[src/hw/rtl/isa_pkg.sv]
// Shared widths, register codes and constants of the IMU static alignment block.
// Used by isa_div_lane and imu_static_alignment; depends on nothing else.
package isa_pkg;

    localparam int unsigned DATA_W    = 32;
    localparam int unsigned NUM_CH    = 7;
    localparam int unsigned THR_W     = 31;
    localparam int unsigned CFG_IDX_W = 2;

    // Serial divider: numerator magnitude, divisor magnitude, iteration count width.
    localparam int unsigned DIV_NUM_W = 64;
    localparam int unsigned DIV_DEN_W = 32;
    localparam int unsigned DIV_CNT_W = $clog2(DIV_NUM_W);

    localparam logic [CFG_IDX_W-1:0] CFG_GYRO_THR  = 2'd0;
    localparam logic [CFG_IDX_W-1:0] CFG_ACCEL_THR = 2'd1;
    localparam logic [CFG_IDX_W-1:0] CFG_YAW_THR   = 2'd2;

    localparam logic [THR_W-1:0] GYRO_THR_RST  = 31'd1966;
    localparam logic [THR_W-1:0] ACCEL_THR_RST = 31'd1966;
    localparam logic [THR_W-1:0] YAW_THR_RST   = 31'd655;

    localparam logic [31:0] Q30_ONE   = 32'h4000_0000;
    localparam logic [32:0] GRAV_Q16  = 33'd642689;
    localparam logic [32:0] GRAV2_Q16 = 33'd1285378;

endpackage

[src/hw/rtl/isa_div_lane.sv]
// Bit-serial restoring divider lane: unsigned magnitude quotient, one bit per cycle.
// Depends on isa_pkg for its widths.
module isa_div_lane (
    input  logic                          i_clk,
    input  logic                          i_rst_n,
    input  logic                          i_start,
    input  logic [isa_pkg::DIV_NUM_W-1:0] i_num,
    input  logic [isa_pkg::DIV_DEN_W-1:0] i_den,
    output logic                          o_busy,
    output logic [isa_pkg::DIV_NUM_W-1:0] o_quo
);

    logic                          r_busy;
    logic [isa_pkg::DIV_CNT_W-1:0] r_cnt;
    logic [isa_pkg::DIV_DEN_W-1:0] r_den;
    logic [isa_pkg::DIV_DEN_W-1:0] r_rem;
    logic [isa_pkg::DIV_NUM_W-1:0] r_num;
    logic [isa_pkg::DIV_DEN_W:0]   w_rem_sh;
    logic [isa_pkg::DIV_DEN_W:0]   w_diff;
    logic                          w_ge;

    assign w_rem_sh = {r_rem, r_num[isa_pkg::DIV_NUM_W-1]};
    assign w_ge     = w_rem_sh >= {1'b0, r_den};
    assign w_diff   = w_rem_sh - {1'b0, r_den};

    always_ff @(posedge i_clk) begin
        if (!i_rst_n) begin
            r_busy <= 1'b0;
            r_cnt  <= '0;
        end else if (i_start) begin
            r_busy <= 1'b1;
            r_cnt  <= isa_pkg::DIV_CNT_W'(isa_pkg::DIV_NUM_W - 1);
        end else if (r_busy) begin
            if (r_cnt == '0) begin
                r_busy <= 1'b0;
            end
            r_cnt <= r_cnt - 1'b1;
        end
    end

    // Quotient bits shift in at the bottom as the numerator bits leave the top.
    always_ff @(posedge i_clk) begin
        if (i_start) begin
            r_den <= i_den;
            r_num <= i_num;
            r_rem <= '0;
        end else if (r_busy) begin
            r_rem <= w_ge ? w_diff[isa_pkg::DIV_DEN_W-1:0] : w_rem_sh[isa_pkg::DIV_DEN_W-1:0];
            r_num <= {r_num[isa_pkg::DIV_NUM_W-2:0], w_ge};
        end
    end

    assign o_busy = r_busy;
    assign o_quo  = r_num;

endmodule

[config.mk]
export PLATFORM = sky130hd
export DESIGN_NAME = isa_div_lane
export DESIGN_NICKNAME = d
export VERILOG_FILES = /design/src/hw/rtl/isa_pkg.sv /design/src/hw/rtl/isa_div_lane.sv
export SDC_FILE = /design/constraint.sdc
export NUM_CORES = 1
export LEC_CHECK = 0
export BUFFER_PORTS_ARGS = -buffer_cell sky130_fd_sc_hd__buf_2
export CORE_ASPECT_RATIO = 0.5
export CORE_MARGIN = 4
export CORE_UTILIZATION = 49
export CTS_BUF_LIST = sky130_fd_sc_hd__clkbuf_16
export DETAILED_ROUTE_END_ITERATION = 10
export GPL_TIMING_DRIVEN = 0
export HOLD_SLACK_MARGIN = 0.03
export MAX_ROUTING_LAYER = met4
export PLACE_DENSITY = 0.78
export SYNTH_ARGS = -nofsm -noshare
export SYNTH_HDL_FRONTEND = slang
export SYNTH_SLANG_ARGS = --single-unit
export TNS_END_PERCENT = 5
[constraint.sdc]
create_clock -name i_clk -period 2.5 [get_ports i_clk]
set_input_delay 0.125 -clock i_clk [delete_from_list [all_inputs] [get_ports i_clk]]
set_output_delay 0.125 -clock i_clk [all_outputs]
set_load 0.05 [all_outputs]
; Yosys cells after proc, flatten, opt, wreduce, memory -nomap -nowiden
; Cells that the tools add are included.
[word_totals]
reg_bits = 135
in_bits = 99
[classes]
addsub = 2
magnitude_cmp = 1
n_mux = 8
n_reduce_logical = 2
[ops]
columns = operator, n
row1 = 64-bit 2-to-1 mux, 2
row2 = 33-bit by 32-bit >= comparator with 1-bit output, 1
row3 = 32-bit 2-to-1 mux, 1
row4 = 32-bit subtractor, 1
row5 = 6-bit 2-to-1 mux, 2
row6 = 6-bit logical NOT, 1
row7 = "6-bit by 1-bit subtractor with 6-bit output, second input constant", 1
row8 = 1-bit 2-to-1 mux, 3
row9 = 2-bit nonzero test, 1

; Longest topological paths before layout
[logic_depth]
depth_word = 4
mapped_depth = 13

; Worst setup path before layout
; No wires, ideal clock.
[synth_path]
path_type = register to register
from = register r_num, in the netlist o_quo[63]
to = register r_rem[30] (netlist bit)
setup_ns = 0.117
arrival_time_ns = 2.899
required_ns = 2.383
path_slack_ns = -0.516
stages_incl_launch_ff = 13
synth_period_minus_slack_ns = 3.016
cell_sequence = edfxtp_1 > inv_1 > ha_1 > fa_1 > and2b_1 > o2111ai_1 > a21oi_1 > o21ai_0 > o21a_1 > o31a_1 > o21ai_1 > mux2i_1 > nand2_1
[synth_via]
elab_chain_cells = 2
[synth_rtl]
columns = item, line_no
row1 = start: declaration, isa_div_lane.sv:17  ; logic [isa_pkg::DIV_NUM_W-1:0] r_num;
row2 = start signal: assignment, isa_div_lane.sv:45  ; r_num <= i_num;
row3 = start signal: assignment, isa_div_lane.sv:49  ; r_num <= {r_num[isa_pkg::DIV_NUM_W-2:0], w_ge};
row4 = 32-bit subtractor / 33-bit by 32-bit >= comparator with 1-bit output (equally long branches), "isa_div_lane.sv:24, isa_div_lane.sv:23"
row5 = 32-bit 2-to-1 mux *, isa_div_lane.sv:48  ; r_rem <= w_ge ? w_diff[isa_pkg::DIV_DEN_W-1:0] : w_rem_sh[isa_pkg::DIV_DEN_W-1:0];
row6 = end signal: assignment, isa_div_lane.sv:48
row7 = end: declaration, isa_div_lane.sv:16  ; logic [isa_pkg::DIV_DEN_W-1:0] r_rem;
; Mark *: on every way between the ends. The rest lies on a longest branch, timed or not.
; A chain may end at the register's enable or synchronous reset.

; Worst setup path after layout
; Same ends and word-level chain as after synthesis.

==> key figures <==
Status
  – Status: complete, but fails checks
  – Failing checks: setup timing

Clocking
  – Sink Count: 135
  – H-tree Lvls: 4
  – Longest Clk Path Bufs: 2
  – TritonCTS buffer count: 17
  – TritonCTS clock tree: yes
  – Later-pin clock latency in the skew report: around 0.43 ns
  – Worst-path clk slew: 0.06 ns
  – Root Buffer: clkbuf_16

Critical path
  – WS Path Type: flop to flop
  – Reg2reg start: o_quo[63]
  – CP max stage cell: edfxtp_1
  – CP Max Fanout: 3
  – Buf/Inv on CP: 1
  – R2R setup slack: -0.24 ns
  – Critical path's top delay family: compound AO/OA/AOI/OAI gates
  – Worst-path cell chain: inv_1 -> ha_2 -> fa_2 -> and2b_2 -> o2111ai_4 -> a21oi_4 -> o21ai_4 -> o21a_1 -> o31a_1 -> o21ai_2 -> mux2i_1 -> nand2_1
  – Critical Path Max Stage Delay: 0.35 ns
  – Crit. End Element: flop
  – Critical Path RT: 2.82 ns
  – Stages on worst setup path: 12
  – Crit path launch type: flop
  – R2R Path End: r_rem[30]
  – Worst-case reg-to-reg path depth: 12
  – WP data arrival: between 3 and 4 ns

Yosys
  – Seq/Total Area, Yosys: 0.504
  – Syn nets: 796
  – Yosys top cell by area: edfxtp_1
  – Post-synthesis register bit count: 135
  – Synthesized area per cell: 11.0 sq um
  – Warnings from Yosys: 0
  – Cell count after synthesis: 662
  – Most used DFF post-synth: edfxtp_1
  – EDFF count, synth: 96
  – Synth cell count leaders: edfxtp_1 (96), nand2_1 (70), mux2_2 (64), nor2_1 (50)
  – Most frequent cell after synthesis: edfxtp_1
  – Async SR Flop Fraction: 0
  – Share of the synthesized area in the top cell type: 0.396
  – Distinct cells, synth: 57
  – Synth Cell Area: 7270 sq um
  – Synth top area cells: edfxtp_1 (40%), dfxtp_1 (11%), mux2_2 (9.9%)

STA
  – Period utilization: 1.10
  – RSZ-0062 raised after global routing: yes
  – Worst setup margin: -0.239 ns
  – Peak Freq: 0.365 GHz
  – Measured slew at the worst slew-check pin: about 0.84 ns
  – Setup TNS: -3.35 ns
  – Min Clock Period, post-route: 2.74 ns
  – Slew headroom: 0.437
  – Hold Vio Cnt, Final: 0
  – Final setup fails: 32
  – Slew Limit Fails: 0
  – Layout Skew: 0.0159 ns

Power
  – Pwr dens: 711 nW/um^2
  – Clock power frac: 0.356
  – VDD IR max: 0.628 mV
  – Logic pwr share: 0.260
  – NetSw: around 2.3 mW
  – Seq pwr share: 0.384
  – LEAKAGE: 4.27 nW
  – Internal Pwr Total: 4.84 mW
  – Switching Fraction: 0.326

Layout
  – Filler instances: 1056
  – Area Overhead vs Synth: 38.9%
  – Layout Nets: 1081
  – Post-layout util: 0.696
  – Ratio of cells with drive above 1 in the final layout: 0.326

Route
  – Starting DRT DRC Count: 437
  – Vias per cell: 5.45
  – Drt drc: 0
  – Via count: 6317
  – TritonRoute pass-1 iters: 7
  – Routed Antenna Nets: 0
  – Detailed Route WL: 20600 um
  – Routed WL per cell: ~18 um

Min path
  – Worst Hold Depth: 1
  – Hold Crit Start: i_start
  – End of the worst hold path: r_den[10]
  – Hold Crit Class: input pin to flop

Floorplanning
  – Num ports: 164
  – Total Die Area: 17000 sq um
  – Total core area: 14500 sq um
  – Cell row count: 31
  – Die width: 180 um
  – Die Y: 94.2 um
  – Initial Utilization: 0.501

Placed design
  – Port bufs: approximately 160
  – RePlAce Congestion: 0.937
  – Pre-CTS setup slack: -0.422 ns
  – Hpwl dp: 13200 um

Global route
  – Initial antenna violation count: 2
  – Total congestion overflow: 0
  – Vias in the first global route: 6572
  – Largest net degree at the start of global routing: 47
  – First-pass GRT wire length: 32600 um
  – Total Routing Usage GR: 0.248

Flow run
  – Max Cap Viol: 0
## sequential cells by signal, summed over array words and instances (netlist names)
register	cells
o_quo	64
r_rem	32
o_busy	1
r_den	32
r_cnt	6
## worst reg2reg max path: stages (launching register included)
cell       delay [ns]
edfxtp_1         0.35
inv_1            0.05
ha_2             0.19
fa_2             0.35
and2b_2          0.26
o2111ai_4        0.14
a21oi_4          0.20
o21ai_4          0.10
o21a_1           0.22
o31a_1           0.35
o21ai_2          0.17
mux2i_1          0.20
nand2_1          0.06
## placed cells by master (no fill, tap or decap), types with 9 or more instances in the layout
| cell | instances |
|---|---|
| a311oi_1 | 14 |
| mux2_2 | 64 |
| xnor2_1 | 18 |
| nor2_1 | 50 |
| xor2_1 | 14 |
| dfxtp_1 | 39 |
| o21ai_1 | 11 |
| nand2_1 | 70 |
| dlygate4sd3_1 | 97 |
| buf_4 | 10 |
| a21o_1 | 17 |
| inv_1 | 41 |
| a21oi_1 | 38 |
| o21ai_0 | 15 |
| nand3_1 | 9 |
| nand4_1 | 9 |
| clkbuf_1 | 18 |
| edfxtp_1 | 96 |
| buf_2 | 165 |
| ha_1 | 31 |
| clkbuf_16 | 17 |
## worst max path at each step
stage,slack (ns),start,endpoint
detailed placement,-0.42,o_quo[63],r_rem[20]
floorplan,-0.34,o_quo[63],r_rem[30]
CTS,-0.25,o_quo[63],r_rem[30]
finish,-0.24,o_quo[63],r_rem[30]
global route,-0.37,o_quo[63],r_rem[30]
global placement,-1.29,i_start,o_quo[27]
## per-stage QoR
stage,area [sq um],total power [mW],hold WS (ns),std cells
2_1_floorplan,7300,4.01,0.224,662
3_3_place_gp,8360,4.40,0.301,1023
3_5_place_dp,8380,4.44,0.303,1024
4_1_cts,10000,7.14,0.375,1156
5_1_grt,10100,7.47,0.387,1160
6_report,10100,7.18,0.363,1160
## final cells by class
class                           count  area, sq um  area share
Antenna cell                        2         5.00    0.000495
Buffer                             36          219      0.0217
Clock buffer                       17          425      0.0421
Clock inverter                     15          168      0.0166
Inverter                           41          154      0.0152
Multi-Input combinational cell    450         3370       0.334
Sequential cell                   135         3660       0.363
Tap cell                          198          248      0.0245
Timing Repair Buffer              266         1840       0.183
## kinds of logic (layout without fill, tap and decap cells)
family,Yosys count,after routing,synth area share
flip-flops,135,135,0.504
AND/OR/NAND/NOR,165,165,0.101
AO/OA/AOI/OAI,151,151,0.145
XOR/XNOR,32,32,0.0385
adder cells (fa/ha/maj),35,35,0.0612
multiplexers,67,67,0.103
other,0,2,0
buffers and inverters,77,375,0.0471
## power groups by stage
| stage | Clock [mW] | Combinational, mW | Sequential [mW] |
|---|---|---|---|
| after CTS | 2.57 | 1.83 | 2.75 |
| after global placement | 0 | 1.61 | 2.79 |
| final | 2.55 | 1.87 | 2.76 |
| after floorplan | 0 | 0.842 | 3.17 |
| after global routing | 2.68 | 2.01 | 2.78 |
| after detailed placement | 0 | 1.65 | 2.79 |
## layer usage
layer  vias up  track usage  share of wire
met5         -            -              0
met4         0       0.0906          0.025
met3        50       0.0626          0.061
met2       241        0.420           0.50
met1      3040        0.293           0.42
li1       2986            -              -
## repair_timing
action	4_1_cts	5_1_grt
endpoints found under the setup margin	32	33
hold buffers	97	0
gates resized for setup	22	5
pin swaps	12	10
gates cloned	0	0
buffers inserted	3	2
hold endpoints to repair	103	0
Note: power is estimated with default switching activity, not from simulation.
